[config.mk]
export PLATFORM = sky130hd
export DESIGN_NAME = fsl_seq
export DESIGN_NICKNAME = d
export VERILOG_FILES = /design/src/design/fsl_pkg.sv /design/src/design/fsl_seq.sv
export SDC_FILE = /design/constraint.sdc
export NUM_CORES = 1
export LEC_CHECK = 0
export ABC_AREA = 1
export BUFFER_PORTS_ARGS = -buffer_cell sky130_fd_sc_hd__clkbuf_2
export CAP_MARGIN = 20
export CORE_AREA = 5 5 87 49
export DETAILED_ROUTE_END_ITERATION = 10
export DIE_AREA = 0 0 92 54
export PLACE_DENSITY_LB_ADDON = 0.25
export SYNTH_ARGS = -nofsm -noshare
export SYNTH_HDL_FRONTEND = slang
export SYNTH_SLANG_ARGS = --single-unit
export TNS_END_PERCENT = 5
[constraint.sdc]
create_clock -name clk -period 3.37 [get_ports clk]
set_input_delay 0.337 -clock clk [delete_from_list [all_inputs] [get_ports clk]]
set_output_delay 0.337 -clock clk [all_outputs]
set_load 0.02 [all_outputs]
[src/design/fsl_pkg.sv]
// Types, constants, saturation helper and the microcode program of the face slope limiter.
package fsl_pkg;

  localparam int WORD_W = 32;
  localparam int FRAC_W = 16;
  localparam int FLOOR_W = 16;
  localparam int MUL_W = WORD_W + 1;
  localparam int WIDE_W = 2 * MUL_W;
  localparam int ACC_W = WIDE_W - FRAC_W;
  localparam int QUO_W = 2 * FRAC_W;
  localparam int DIV_W = 2 * WORD_W + 1;
  localparam int CNT_W = $clog2(QUO_W);
  localparam int PC_W = 5;
  localparam int CIDX_W = 1;

  typedef logic signed [WORD_W-1:0] word_t;
  typedef logic signed [WIDE_W-1:0] wide_t;
  typedef logic [2:0][WORD_W-1:0] vec_t;

  localparam word_t WORD_MAX = {1'b0, {(WORD_W-1){1'b1}}};
  localparam word_t WORD_MIN = {1'b1, {(WORD_W-1){1'b0}}};

  localparam logic [1:0] MODE_LOAD_FACE = 2'd0;
  localparam logic [1:0] MODE_LOAD_CENTRES = 2'd1;
  localparam logic [1:0] MODE_LIMIT = 2'd2;

  localparam logic [CIDX_W-1:0] CFG_LIMITER_KIND = 1'd0;
  localparam logic [CIDX_W-1:0] CFG_SLOPE_FLOOR = 1'd1;

  localparam logic [2:0] A_GL = 3'd0;
  localparam logic [2:0] A_GR = 3'd1;
  localparam logic [2:0] A_VL = 3'd2;
  localparam logic [2:0] A_VR = 3'd3;
  localparam logic [2:0] A_R = 3'd4;
  localparam logic [2:0] A_Q = 3'd5;

  localparam logic [2:0] B_NRM = 3'd0;
  localparam logic [2:0] B_OFL = 3'd1;
  localparam logic [2:0] B_OFR = 3'd2;
  localparam logic [2:0] B_R = 3'd3;
  localparam logic [2:0] B_DOTL = 3'd4;
  localparam logic [2:0] B_DOTR = 3'd5;

  localparam logic [1:0] ACC_HOLD = 2'd0;
  localparam logic [1:0] ACC_LOAD = 2'd1;
  localparam logic [1:0] ACC_ADD = 2'd2;

  localparam logic [3:0] OP_NOP = 4'd0;
  localparam logic [3:0] OP_WR_SL = 4'd1;
  localparam logic [3:0] OP_WR_SR = 4'd2;
  localparam logic [3:0] OP_WR_DOTL = 4'd3;
  localparam logic [3:0] OP_WR_DOTR = 4'd4;
  localparam logic [3:0] OP_FLAGS = 4'd5;
  localparam logic [3:0] OP_DIV_R = 4'd6;
  localparam logic [3:0] OP_LOAD_R = 4'd7;
  localparam logic [3:0] OP_DIV_PHI = 4'd8;
  localparam logic [3:0] OP_DELTA_L = 4'd9;
  localparam logic [3:0] OP_DELTA_R = 4'd10;
  localparam logic [3:0] OP_MM_DELTA = 4'd11;
  localparam logic [3:0] OP_OUT = 4'd12;

  localparam logic [2:0] J_NEXT = 3'd0;
  localparam logic [2:0] J_GOTO = 3'd1;
  localparam logic [2:0] J_SKIP = 3'd2;
  localparam logic [2:0] J_MINMOD = 3'd3;
  localparam logic [2:0] J_DIVWAIT = 3'd4;
  localparam logic [2:0] J_END = 3'd5;

  localparam logic [PC_W-1:0] STEP_MM = 5'd26;
  localparam logic [PC_W-1:0] STEP_OUT = 5'd27;

  typedef struct packed {
    logic [2:0] src_a;
    logic [2:0] src_b;
    logic [1:0] comp;
    logic mul_en;
    logic [1:0] acc_op;
    logic [3:0] op;
    logic [2:0] jmp;
    logic [PC_W-1:0] target;
  } ctrl_t;

  typedef struct packed {
    logic skip;
    logic minmod;
    logic div_busy;
    logic out_free;
  } status_t;

  typedef struct packed {
    logic minmod;
    logic [FLOOR_W-1:0] slope_floor;
  } cfg_t;

  typedef struct packed {
    logic [1:0] mode;
    word_t sol_left;
    word_t sol_right;
    vec_t vec_a;
    vec_t vec_b;
  } in_item_t;

  typedef struct packed {
    word_t sol_left;
    word_t sol_right;
    logic was_limited;
  } res_t;

  function automatic word_t sat_word(input wide_t v);
    logic all0;
    logic all1;
    all0 = ~|v[WIDE_W-1:WORD_W-1];
    all1 = &v[WIDE_W-1:WORD_W-1];
    if (all0 || all1) begin
      return v[WORD_W-1:0];
    end else if (v[WIDE_W-1]) begin
      return WORD_MIN;
    end else begin
      return WORD_MAX;
    end
  endfunction

  function automatic ctrl_t cw(input logic [2:0] src_a, input logic [2:0] src_b,
                               input logic [1:0] comp, input logic mul_en,
                               input logic [1:0] acc_op, input logic [3:0] op,
                               input logic [2:0] jmp, input logic [PC_W-1:0] target);
    ctrl_t w;
    w.src_a = src_a;
    w.src_b = src_b;
    w.comp = comp;
    w.mul_en = mul_en;
    w.acc_op = acc_op;
    w.op = op;
    w.jmp = jmp;
    w.target = target;
    return w;
  endfunction

  localparam ctrl_t NOP_WORD = '0;

  // Each dot product issues one product a step and folds the previous product into the sum.
  function automatic ctrl_t ucode(input logic [PC_W-1:0] pc);
    ctrl_t w;
    unique case (pc)
      5'd0: w = cw(A_GL, B_NRM, 2'd0, 1'b1, ACC_HOLD, OP_NOP, J_NEXT, '0);
      5'd1: w = cw(A_GL, B_NRM, 2'd1, 1'b1, ACC_LOAD, OP_NOP, J_NEXT, '0);
      5'd2: w = cw(A_GL, B_NRM, 2'd2, 1'b1, ACC_ADD, OP_NOP, J_NEXT, '0);
      5'd3: w = cw(A_GR, B_NRM, 2'd0, 1'b1, ACC_ADD, OP_NOP, J_NEXT, '0);
      5'd4: w = cw(A_GR, B_NRM, 2'd1, 1'b1, ACC_LOAD, OP_WR_SL, J_NEXT, '0);
      5'd5: w = cw(A_GR, B_NRM, 2'd2, 1'b1, ACC_ADD, OP_NOP, J_NEXT, '0);
      5'd6: w = cw(A_GL, B_NRM, 2'd0, 1'b0, ACC_ADD, OP_NOP, J_NEXT, '0);
      5'd7: w = cw(A_GL, B_NRM, 2'd0, 1'b0, ACC_HOLD, OP_WR_SR, J_NEXT, '0);
      5'd8: w = cw(A_GL, B_NRM, 2'd0, 1'b0, ACC_HOLD, OP_FLAGS, J_NEXT, '0);
      5'd9: w = cw(A_VL, B_OFL, 2'd0, 1'b1, ACC_HOLD, OP_NOP, J_SKIP, STEP_OUT);
      5'd10: w = cw(A_VL, B_OFL, 2'd1, 1'b1, ACC_LOAD, OP_NOP, J_NEXT, '0);
      5'd11: w = cw(A_VL, B_OFL, 2'd2, 1'b1, ACC_ADD, OP_NOP, J_NEXT, '0);
      5'd12: w = cw(A_VR, B_OFR, 2'd0, 1'b1, ACC_ADD, OP_NOP, J_NEXT, '0);
      5'd13: w = cw(A_VR, B_OFR, 2'd1, 1'b1, ACC_LOAD, OP_WR_DOTL, J_NEXT, '0);
      5'd14: w = cw(A_VR, B_OFR, 2'd2, 1'b1, ACC_ADD, OP_NOP, J_NEXT, '0);
      5'd15: w = cw(A_GL, B_NRM, 2'd0, 1'b0, ACC_ADD, OP_NOP, J_NEXT, '0);
      5'd16: w = cw(A_GL, B_NRM, 2'd0, 1'b0, ACC_HOLD, OP_WR_DOTR, J_MINMOD, STEP_MM);
      5'd17: w = cw(A_GL, B_NRM, 2'd0, 1'b0, ACC_HOLD, OP_DIV_R, J_NEXT, '0);
      5'd18: w = cw(A_GL, B_NRM, 2'd0, 1'b0, ACC_HOLD, OP_NOP, J_DIVWAIT, '0);
      5'd19: w = cw(A_GL, B_NRM, 2'd0, 1'b0, ACC_HOLD, OP_LOAD_R, J_NEXT, '0);
      5'd20: w = cw(A_R, B_R, 2'd0, 1'b1, ACC_HOLD, OP_NOP, J_NEXT, '0);
      5'd21: w = cw(A_GL, B_NRM, 2'd0, 1'b0, ACC_HOLD, OP_DIV_PHI, J_NEXT, '0);
      5'd22: w = cw(A_GL, B_NRM, 2'd0, 1'b0, ACC_HOLD, OP_NOP, J_DIVWAIT, '0);
      5'd23: w = cw(A_Q, B_DOTL, 2'd0, 1'b1, ACC_HOLD, OP_NOP, J_NEXT, '0);
      5'd24: w = cw(A_Q, B_DOTR, 2'd0, 1'b1, ACC_HOLD, OP_DELTA_L, J_NEXT, '0);
      5'd25: w = cw(A_GL, B_NRM, 2'd0, 1'b0, ACC_HOLD, OP_DELTA_R, J_GOTO, STEP_OUT);
      5'd26: w = cw(A_GL, B_NRM, 2'd0, 1'b0, ACC_HOLD, OP_MM_DELTA, J_NEXT, '0);
      5'd27: w = cw(A_GL, B_NRM, 2'd0, 1'b0, ACC_HOLD, OP_OUT, J_END, '0);
      default: w = cw(A_GL, B_NRM, 2'd0, 1'b0, ACC_HOLD, OP_NOP, J_END, '0);
    endcase
    return w;
  endfunction

endpackage

[src/design/fsl_seq.sv]
// Microcode sequencer: step counter, program table and conditional jumps.
module fsl_seq import fsl_pkg::*; (
  input  logic clk,
  input  logic rst,
  input  logic start,
  input  status_t status,
  output ctrl_t ctrl,
  output logic busy
);

  logic [PC_W-1:0] pc;
  ctrl_t word;

  assign word = ucode(pc);
  assign ctrl = busy ? word : NOP_WORD;

  always_ff @(posedge clk) begin
    if (rst) begin
      busy <= 1'b0;
      pc <= '0;
    end else if (!busy) begin
      if (start) begin
        busy <= 1'b1;
        pc <= '0;
      end
    end else begin
      unique case (word.jmp)
        J_NEXT: pc <= pc + 1'b1;
        J_GOTO: pc <= word.target;
        J_SKIP: pc <= status.skip ? word.target : pc + 1'b1;
        J_MINMOD: pc <= status.minmod ? word.target : pc + 1'b1;
        J_DIVWAIT: begin
          if (!status.div_busy) begin
            pc <= pc + 1'b1;
          end
        end
        J_END: begin
          if (status.out_free) begin
            busy <= 1'b0;
          end
        end
        default: pc <= pc + 1'b1;
      endcase
    end
  end

endmodule

# Word level (Yosys, flattened, before mapping)
# Memories as Yosys holds them, arrays and structs flattened. A register that Yosys moved wholly into a read port is not among the register bits.
# Index checks and enable logic that the tools add are counted.
# op_classes
n_addsub	1
n_eq_ne	7
reduce_logical	2
n_mux	13
# ops
operator	count
5-bit two-way mux	7
5-bit one-hot mux with 5 select lines	1
23-bit two-way mux	1
3-bit by 2-bit == test with 1-bit output (second input constant)	2
3-bit == test (second input constant)	2
5-bit by 1-bit adder with 5-bit output (second input constant)	1
1-bit two-way mux	4
3-bit by 1-bit == test with 1-bit output (second input constant)	1
3-bit != test (second input constant)	1
3-bit AND reduction	1
2-bit != test (second input constant)	1
2-bit nonzero test	1
# word_totals
out_inout_bits	24
wordCells	26
reg_bits	6
memories	1
rom_bits	704
# memory_table
name	words	word_bits	read_ports	rd_ports_with_merged_regs	write_ports	line	source
(no name shown)	32	22	1	1	0	fsl_pkg.sv:144	unique case (pc)

# Longest topological paths before layout
# Gate-level depths: netlist of the first run.
# logic_depth
depth_word	6
depth_mapped	18

# Worst setup path before layout of the first run
# No wires, ideal clock.
# synth_path
kind	register to register
startpoint	reg busy
endpoint	reg, netlist name word[16]
t_required_ps	3304
path_buffers	1
t_arrival_ps	2041
synth_period_minus_slack_ps	2107
path_slack_ps	1263
stages_incl_launch_ff	13
path_cell_list	dfxtp_1 > clkbuf_1 > nand3_1 > inv_1 > nand2_1 > nand2_1 > nand2_1 > inv_1 > ha_1 > nand4_1 > nand2_1 > nand2_1 > a21oi_2
# synth_via
elab_chain_len	4
elab_cells_between_ends	7
classes_between	eq/ne: 2; mux: 3; reduce/logical: 2
# synth_rtl
item	line	source
from (decl)	fsl_seq.sv:8	output logic busy
from (signal assigned)	fsl_seq.sv:19	busy <= 1'b0;
from (signal assigned)	fsl_seq.sv:23	busy <= 1'b1;
from (signal assigned)	fsl_seq.sv:39	busy <= 1'b0;
3-bit != test (no source line), or another cell as far along	--	
3-bit AND reduction (no source line)	--	
5-bit two-way mux (no source line) (*) (2 in a row)	--	
# Mark *: on every way between the ends. The rest lies on a longest branch, timed or not.
# A chain may end at the register's enable or synchronous reset.

# Final worst setup path of the first run
# layout_path
startpoint	reg, netlist name word[5]
endpoint	reg, netlist name word[9]
# layout_via
elab_chain_len	5
elab_cells_between_ends	12
classes_between	eq/ne: 7; mux: 4; reduce/logical: 1
# layout_rtl
item	line	source
3-bit == test, or another cell as far along	fsl_seq.sv:27	unique case (word.jmp)
5-bit one-hot mux with 5 select lines, or another cell as far along	fsl_seq.sv:27	
5-bit two-way mux / 3-bit AND reduction (equally long branches)	--	
5-bit two-way mux (no source line) (*) (2 in a row)	--	
# Marked as above.

==> impl_metrics.csv, run 1 <==
group,metric,value,unit
global_route,grt_pass1_vias,1392,
final_layout,multi_input_area,1010,um^2
final_layout,fillers,356,
route,wl_per_cell,11.9,um
power,vdd_drop_max,0.000185,V
logic_synthesis,synth_seq_cells,25,
clock_tree,cts_sinks,25,
logic_synthesis,synthTopCellsByArea,"dfxtp_1, nand2_1, inv_1, nand3_1, ha_1",
logic_synthesis,synth_area_per_cell,6.35,um^2
floorplanning,core,3560,um^2
route,first_pass_iters,4,
timing,setup_violations,0,
clock_tree,cts_buffers,3,
route,drt_iter0_markers,216,
logic_synthesis,synthDistinctLibCells,27,
timing,finalMaxSlewViolations,0,
timing,skew,0.00633,ns
logic_synthesis,synth_seq_area_share,0.280,
power,power.leakage,0.00123,uW
timing,rsz0062_at_grt,"no",
floorplanning,num_io_pins,31,
setup_path,cp-start-kind,"register",
route,drc_errors,0,
logic_synthesis,async_flop_share,0,
logic_synthesis,yosysWarnings,0,
placed_design,place_congestion,0.976,
setup_path,required,3.59,ns
timing,min_period_over_period,0.718,
floorplanning,initial_core_util,0.501,
route,routed_wl,4160,um
hold_path,min-delay-start,"rst",
floorplanning,num_rows,16,
timing,worst_hold_slack,0.307,ns
clock_tree,cts_resized,0,
power,cellPowerDensity,294,nW/um^2
logic_synthesis,synthesis.area,1790,um^2
placed_design,pre_cts_slack,1.02,ns
clock_tree,h-tree-depth,1,
final_layout,area_delta_synth_final,9.18,%
logic_synthesis,ys_top_cells_by_count,"nand2_1, inv_1, dfxtp_1",
timing,finalSetupTns,0,ns
global_route,grt_usage,0.178,
logic_synthesis,synth-edff-count,0,
setup_path,path_cells,"nor2_1, nand3_2, nand3_1, inv_1, nand2_1, nand2_1, nand2_1, inv_1, ha_1, nand4_1, o21ai_0, nand2_1, nand2_1",
final_layout,final_net_count,319,
final_layout,layout.area.seq,500,um^2
setup_path,critPathLaunch,"word[5]",
run_status,status,"complete, no violations",
clock_tree,root_buffer,"clkbuf_8",
clock_tree,insertion_delay,0.27,ns
floorplanning,die_width,92,um
route,via_count,1705,
hold_path,hold_class,"input port to register",
global_route,overflow,0,
global_route,antenna_found_initial,0,
floorplanning,die_h,54,um
setup_path,path_common_cell,"nand2_1",
final_layout,n_antenna_cell,0,
setup_path,critPathMaxFanout,7,
floorplanning,dieArea,4970,um^2
global_route,grt_start_max_net_pins,19,
route,ant_nets,0,
timing,final.min_clock_period,2.42,ns
timing,fmax,0.413,GHz
setup_path,worst-setup-path-type,"register to register",
placed_design,dp_hpwl,3320,um
logic_synthesis,synth.largest_area_cell,"dfxtp_1",
logic_synthesis,synth_top_area_share,0.280,
job,drv_cap,0,
logic_synthesis,syn_nets,295,
clock_tree,cts_tree,"done",
placed_design,place_inst,345,
clock_tree,path_clk_slew,0.08,ns
setup_path,crit_path_end_kind,"register",
global_route,grt_pass1_wl,6870,um
clock_tree,postCtsSetupBuffers,0,
logic_synthesis,postSynthCellCount,281,
timing,worst_slack,0.951,ns
final_layout,drive_gt1_frac,0.207,
clock_tree,cts_buffer_depth,2,
clock_tree,hold_buffers,0,
setup_path,cpPeakStageDelay,0.47,ns
logic_synthesis,synth.most_common_cell,"nand2_1",
final_layout,final_cells,349,
route,via_per_inst,4.89,
timing,hold_violations,0,
setup_path,r2r-start,"word[5]",
logic_synthesis,synth_flop_cell,"dfxtp_1",
setup_path,cp.arrival,2.63,ns
placed_design,io_buffers,29,
setup_path,cpMaxStageDelayCell,"dfxtp_1",
## layout make-up
type,instances,area share
Clock buffer,4,0.0231
Inverter,48,0.0924
Tap cell,45,0.0289
Sequential cell,25,0.257
Timing Repair Buffer,30,0.0783
Multi-Input combinational cell,197,0.521
## per-stage QoR
step | utilization | power, uW | instance area (um^2)
floorplan | - | 382 | 1790
global placement | 0.534 | 405 | 1900
detailed placement | 0.534 | 404 | 1900
CTS | 0.547 | 574 | 1950
global route | 0.547 | 606 | 1950
finish | 0.547 | 574 | 1950
## cell families (layout without fill, tap and decap cells)
family	after synthesis	count (layout)	synth area share
AND/OR/NAND/NOR	177	177	0.467
flip-flops	25	25	0.280
buffers and inverters	59	82	0.151
AO/OA/AOI/OAI	12	12	0.0505
adder cells (fa/ha/maj)	7	7	0.0491
other	1	1	0.00210
## final timing paths
path	to	depth (start not counted)	slack (ns)
max	word[9]	13	0.95
min	busy	2	0.31
max reg2reg	word[9]	13	0.95
min reg2reg	busy	4	0.69
## critical path: cells and delay by family, from the launching register on
kind	cells	cell delay, ns
adders and majority gates	1	0.21
AOI/OAI and AO/OA	1	0.26
DFF	1	0.47
and+or+nand+nor	9	1.07
buffers and inverters	2	0.35
## sequential cells by signal, summed over array words and instances (netlist names)
| name | cells |
|---|---|
| pc | 5 |
| word | 19 |
| busy | 1 |
## per-layer routing
layer,routed length (um),part of all wire,up-vias,track usage
met2,1380,0.33,67,0.222
met3,403,0.097,4,0.0517
met4,24,0.0058,0,0.0296
met5,0,0,-,0
met1,2350,0.56,731,0.288
li1,-,-,903,-
## placed cells by master (no fill, tap or decap), types with 2 or more instances in the layout
cell / netlist / layout
inv_1: 43 / 43
nand3_2: 6 / 6
ha_1: 7 / 7
inv_2: 3 / 3
clkinv_1: 2 / 2
dfxtp_1: 25 / 25
clkbuf_8: 0 / 3
nand2_2: 9 / 9
o21ai_0: 2 / 2
o21a_1: 2 / 2
a21oi_1: 2 / 2
nor2_1: 18 / 18
nand4_1: 11 / 11
nand2_1: 103 / 103
nand2_4: 3 / 3
clkbuf_2: 0 / 29
nand3_1: 21 / 21
nor2_2: 3 / 3
a21oi_2: 3 / 3
## power by group
group | internal (uW) | switching (uW)
registers | 300 | 4.49
logic | 29.1 | 65.0
clock network | 84.6 | 90.4
total | 414 | 160
Power figures use the tool's default switching activity.
==> inputs of run 2 (changes only) <==
--- a/config.mk
+++ b/config.mk
@@ -5,12 +5,12 @@
 export SDC_FILE = /design/constraint.sdc
 export NUM_CORES = 1
 export LEC_CHECK = 0
-export ABC_AREA = 1
+export ABC_AREA = 0
 export BUFFER_PORTS_ARGS = -buffer_cell sky130_fd_sc_hd__clkbuf_2
 export CAP_MARGIN = 20
-export CORE_AREA = 5 5 87 49
+export CORE_AREA = 5 5 89 50
 export DETAILED_ROUTE_END_ITERATION = 10
-export DIE_AREA = 0 0 92 54
+export DIE_AREA = 0 0 94 55
 export PLACE_DENSITY_LB_ADDON = 0.25
 export SYNTH_ARGS = -nofsm -noshare
 export SYNTH_HDL_FRONTEND = slang
==> constraint.sdc (replaced) <==
create_clock -name clk -period 2.2 [get_ports clk]
set_input_delay 0.22 -clock clk [delete_from_list [all_inputs] [get_ports clk]]
set_output_delay 0.22 -clock clk [all_outputs]
set_load 0.02 [all_outputs]
==> impl_metrics.csv, run 2 <==
group,metric,value,unit
route,wl_per_cell,15.5,um
logic_synthesis,syn_nets,219,
global_route,antenna_found_initial,0,
logic_synthesis,postSynthCellCount,205,
logic_synthesis,ys_top_cells_by_count,"dfxtp_1, and2_1, nor2_1",
timing,finalMaxSlewViolations,0,
route,ant_nets,0,
job,drv_cap,0,
logic_synthesis,synthDistinctLibCells,56,
route,via_count,1737,
timing,worst_slack,-0.174,ns
global_route,grt_pass1_vias,1462,
final_layout,area_delta_synth_final,37.3,%
clock_tree,root_buffer,"clkbuf_8",
route,routed_wl,5060,um
global_route,overflow,0,
floorplanning,initial_core_util,0.468,
floorplanning,die_width,94,um
clock_tree,cts_sinks,25,
placed_design,io_buffers,29,
timing,hold_violations,0,
logic_synthesis,synth-edff-count,0,
logic_synthesis,synthTopCellsByArea,"dfxtp_1, and2_1, ha_1, buf_6, a21oi_1",
timing,final.min_clock_period,2.37,ns
global_route,grt_pass1_wl,7710,um
global_route,grt_start_max_net_pins,18,
setup_path,cp.arrival,2.53,ns
setup_path,crit_path_end_kind,"register",
global_route,grt_usage,0.198,
setup_path,worst-setup-path-type,"register to register",
timing,finalSetupTns,-0.758,ns
logic_synthesis,synth_area_per_cell,8.32,um^2
power,cellPowerDensity,377,nW/um^2
logic_synthesis,synth_seq_cells,25,
setup_path,critPathMaxFanout,4,
hold_path,hold_class,"input port to register",
clock_tree,h-tree-depth,1,
power,power.leakage,0.00107,uW
power,vdd_drop_max,0.000298,V
final_layout,mostFrequentLayoutCell,"buf_4",
placed_design,postPlaceCellArea,2180,um^2
floorplanning,dieArea,5170,um^2
final_layout,n_antenna_cell,0,
clock_tree,insertion_delay,0.26,ns
final_layout,layout.area.seq,503,um^2
run_status,status,"finished, violations left",
timing,fmax,0.421,GHz
floorplanning,num_io_pins,31,
logic_synthesis,async_flop_share,0,
final_layout,postLayoutCoreUtil,0.643,
timing,min_period_over_period,1.08,
timing,setup_violations,11,
floorplanning,num_rows,16,
clock_tree,path_clk_slew,0.08,ns
final_layout,multi_input_area,1140,um^2
logic_synthesis,synthesis.area,1710,um^2
timing,rsz0062_at_grt,"yes",
clock_tree,hold_buffers,0,
timing,skew,0.00272,ns
clock_tree,cts_buffers,3,
logic_synthesis,synth_seq_area_share,0.293,
run_status,violations,"setup timing",
setup_path,required,2.36,ns
logic_synthesis,synth.largest_area_cell,"dfxtp_1",
timing,worst_hold_slack,0.143,ns
clock_tree,cts_tree,"done",
route,via_per_inst,5.33,
final_layout,largest_reg_flops,19,
placed_design,pre_cts_slack,-0.241,ns
final_layout,layout_common_cells,"buf_4, clkbuf_2, dfxtp_1",
logic_synthesis,synth.most_common_cell,"dfxtp_1",
floorplanning,die_h,55,um
route,drc_errors,0,
route,first_pass_iters,5,
floorplanning,core,3640,um^2
logic_synthesis,synth_top_area_share,0.293,
setup_path,cp-start-kind,"register",
placed_design,dp_hpwl,3970,um
route,drt_iter0_markers,217,
placed_design,place_congestion,0.951,
final_layout,final_design_area_no_fill,2340,um^2
clock_tree,cts_buffer_depth,2,
final_layout,fillers,338,
final_layout,final_net_count,287,
logic_synthesis,synth_flop_cell,"dfxtp_1",
final_layout,drive_gt1_frac,0.452,
logic_synthesis,yosysWarnings,0,
==> run 2: cell count changes after synthesis, sizes merged, moves of 4 or more <==
| cell | previous run | this run |
|---|---|---|
| a21o | 0 | 4 |
| a21oi | 6 | 13 |
| a221oi | 0 | 4 |
| and2 | 0 | 21 |
| buf | 9 | 13 |
| inv | 46 | 14 |
| mux2i | 0 | 5 |
| nand2 | 115 | 16 |
| nand3 | 27 | 9 |
| nand4 | 11 | 1 |
| nor2 | 23 | 15 |
| o21ai | 3 | 9 |
==> run 2: stage by stage <==
stage | total power [uW] | std cells
floorplan | 549 | 205
global route | 930 | 326
global placement | 611 | 320
detailed placement | 612 | 320
finish | 883 | 326
CTS | 880 | 325
==> run 2: kinds of logic after synthesis <==
logic type	synth area share
buf+inv	0.106
xor+xnor	0.0103
compound gates	0.250
flops	0.293
fa+ha+maj	0.0514
mux	0.0381
simple gates	0.249
other cells	0.00220
==> run 2: critical path: stages, from the launching register on <==
cell and delay [ns]:
dfxtp_2 0.33, or2b_1 0.22, a32o_2 0.26, a211o_1 0.25
o21ai_1 0.09, a22oi_2 0.10, nor2_4 0.16, inv_2 0.09
ha_4 0.27, inv_2 0.03, a22o_1 0.19, a221o_1 0.28
==> run 2: cell type report <==
cell class,count,area share
inverter,14,0.0235
multi-input combinational,149,0.485
sequential,25,0.215
clock buffer,4,0.0192
tap,54,0.0288
timing repair buffer,80,0.229
==> run 2: final timing paths <==
kind,from,end,slack [ns],cells past startpoint
setup / recovery,word[6],word[14],-0.17,11
hold / removal,status[0],busy,0.14,2
setup reg to reg,word[6],word[14],-0.17,11
hold reg to reg,word[5],busy,0.81,3
==> run 2: metal layers <==
layer  wire, um  track usage  vias to the layer above
met2       1840        0.255                       98
li1           -            -                      848
met3        564       0.0541                        4
met5          0            0                        -
met1       2620        0.321                      787
met4         36       0.0216                        0
==> run 2: what timing repair did <==
action,CTS,global route
resized for setup,10,18
setup buffers,1,1
setup endpoints to repair,18,20
pin swaps,4,2
gates cloned,0,0
==> run 2: power breakdown <==
| group | total (uW) | internal [uW] | switching [uW] |
|---|---|---|---|
| sequential | 463 | 458 | 4.72 |
| combinational | 153 | 69.0 | 83.7 |
| clock | 267 | 129 | 138 |
==> inputs of run 3 (changes only) <==
--- a/config.mk
+++ b/config.mk
@@ -8,11 +8,12 @@
 export ABC_AREA = 0
 export BUFFER_PORTS_ARGS = -buffer_cell sky130_fd_sc_hd__clkbuf_2
 export CAP_MARGIN = 20
-export CORE_AREA = 5 5 89 50
+export CORE_AREA = 5 5 85 48
 export DETAILED_ROUTE_END_ITERATION = 10
-export DIE_AREA = 0 0 94 55
+export DIE_AREA = 0 0 90 53
+export GPL_TIMING_DRIVEN = 0
 export PLACE_DENSITY_LB_ADDON = 0.25
 export SYNTH_ARGS = -nofsm -noshare
 export SYNTH_HDL_FRONTEND = slang
 export SYNTH_SLANG_ARGS = --single-unit
-export TNS_END_PERCENT = 5
+export TNS_END_PERCENT = 100
==> constraint.sdc (replaced) <==
create_clock -name clk -period 2.6 [get_ports clk]
set_input_delay 0.26 -clock clk [delete_from_list [all_inputs] [get_ports clk]]
set_output_delay 0.26 -clock clk [all_outputs]
set_load 0.02 [all_outputs]
==> impl_metrics.csv, run 3 (synthesis gave the netlist of run 2 again) <==
group,metric,value,unit
clock_tree,root_buffer,"clkbuf_8",
floorplanning,num_rows,15,
route,via_per_inst,5.88,
global_route,grt_pass1_wl,7690,um
final_layout,area_delta_synth_final,23.1,%
placed_design,io_buffers,28,
timing,setup_violations,0,
global_route,grt_pass1_vias,1509,
global_route,antenna_found_initial,0,
floorplanning,core,3250,um^2
setup_path,reg2reg_depth,12,
power,p_sw,209,uW
setup_path,r2r_end,"word[14]",
setup_path,endpoint,"word[14]",
placed_design,dp_hpwl,3470,um
route,ant_nets,0,
floorplanning,num_io_pins,31,
setup_path,critPathMaxFanout,8,
power,swShare,0.279,
setup_path,cp-start-kind,"register",
floorplanning,die_width,90,um
route,drt_iter0_markers,203,
power,combinationalPowerShare,0.152,
timing,finalMaxSlewViolations,0,
final_layout,n_antenna_cell,0,
setup_path,cp.arrival,2.68,ns
hold_path,hold_class,"input port to register",
placed_design,pre_cts_slack,-0.479,ns
clock_tree,cts_sinks,25,
setup_path,r2r_slack,0.1,ns
timing,skew,0.00227,ns
floorplanning,initial_core_util,0.525,
global_route,grt_usage,0.207,
setup_path,worst-setup-path-type,"register to register",
power,intPower,539,uW
clock_tree,insertion_delay,0.28,ns
timing,final.min_clock_period,2.50,ns
timing,fmax,0.400,GHz
global_route,overflow,0,
power,power.leakage,0.000925,uW
timing,worst_slack,0.0970,ns
timing,rsz0062_at_grt,"no",
timing,min_period_over_period,0.963,
clock_tree,cts_tree,"done",
final_layout,mostFrequentLayoutCell,"clkbuf_2",
timing,worst_pin_slew,0.574,ns
final_layout,drive_gt1_frac,0.357,
final_layout,final_net_count,259,
clock_tree,cts_buffer_depth,2,
setup_path,r2r-start,"word[5]",
power,vdd_drop_max,0.000196,V
setup_path,required,2.78,ns
job,drv_cap,0,
route,wl_per_cell,16.7,um
route,drc_errors,0,
clock_tree,cts_buffers,3,
power,clkPwrFrac,0.325,
run_status,status,"complete, no violations",
floorplanning,dieArea,4770,um^2
timing,hold_violations,0,
clock_tree,hold_buffers,0,
route,routed_wl,4780,um
final_layout,largest_reg_flops,19,
floorplanning,die_h,53,um
setup_path,crit_path_end_kind,"register",
clock_tree,path_clk_slew,0.09,ns
final_layout,final_cells,286,
route,first_pass_iters,4,
placed_design,place_congestion,0.896,
power,p_seq_frac,0.522,
timing,max_slew_margin,0.618,
clock_tree,h-tree-depth,1,
setup_path,critPathLaunch,"word[5]",
global_route,grt_start_max_net_pins,15,
placed_design,place_inst,275,
final_layout,layout_common_cells,"clkbuf_2, dfxtp_1, and2_1",
route,via_count,1681,
power,cellPowerDensity,356,nW/um^2
## run 3: cell count changes in the layout (fill, tap and decap cells not counted), moves of 3 or more
| cell | change |
|---|---|
| a21oi_1 | +3 |
| a21oi_2 | -3 |
| buf_2 | +3 |
| buf_4 | -37 |
| buf_6 | +4 |
## run 3: through the flow
stage | util | hold WS [ns] | instance area, um^2 | setup TNS, ns | power [uW]
floorplan | - | 0.380 | 1710 | 0 | 460
global placement | 0.585 | 0.471 | 1900 | -3.21 | 484
detailed placement | 0.585 | 0.497 | 1900 | -3.58 | 487
CTS | 0.622 | 0.202 | 2020 | -0.0204 | 727
global route | 0.647 | 0.190 | 2100 | 0 | 774
finish | 0.647 | 0.191 | 2100 | 0 | 748
## run 3: worst min path at each step
stage	from	to	depth (start not counted)	slack (ns)
detailed placement	status[0]	busy	2	0.50
finish	status[0]	busy	2	0.19
global route	status[0]	busy	2	0.19
CTS	status[0]	busy	2	0.20
floorplan	status[0]	busy	1	0.38
global placement	status[0]	busy	2	0.47
## run 3: cell type report
class | count | area [um^2]
fillers | 289 | 1150
well taps | 42 | 52.6
plain buffers | 16 | 124
multi-input cells | 149 | 1120
flip-flops and latches | 25 | 504
clock buffers | 3 | 41.3
repair buffers | 36 | 200
clock inverters | 1 | 5.00
inverters | 14 | 52.6
## run 3: power groups by stage
stage | sequential [uW] | combinational (uW) | clock [uW]
2_1_floorplan | 400 | 59.5 | 0
3_3_place_gp | 399 | 85.1 | 0
5_1_grt | 391 | 122 | 260
4_1_cts | 391 | 99.3 | 237
3_5_place_dp | 400 | 87.1 | 0
6_report | 391 | 114 | 243
## run 3: critical path, cell delays in order (launching register included)
cell and delay, ns:
dfxtp_2 0.33, buf_6 0.12, nor2b_4 0.13, a32o_2 0.27, a211o_1 0.28, o21ai_2 0.06
a22oi_2 0.11, nor2_4 0.18, inv_2 0.09, ha_4 0.29, inv_1 0.06, a22o_1 0.19
a221o_1 0.28
## run 3: per-layer routing
| metal | wire length (um) | up-vias | GRT usage | share of wire |
|---|---|---|---|---|
| met3 | 577 | 7 | 0.0653 | 0.12 |
| met5 | 0 | - | 0.0595 | 0 |
| met1 | 2220 | 787 | 0.294 | 0.46 |
| met2 | 1930 | 87 | 0.290 | 0.40 |
| met4 | 53 | 0 | 0.0569 | 0.011 |
| li1 | - | 800 | - | - |
## run 3: what timing repair did
item / CTS / global route
gates cloned: 0 / 0
pin swaps: 3 / 8
setup buffers: 5 / 3
setup endpoints to repair: 16 / 10
gates resized for setup: 13 / 14
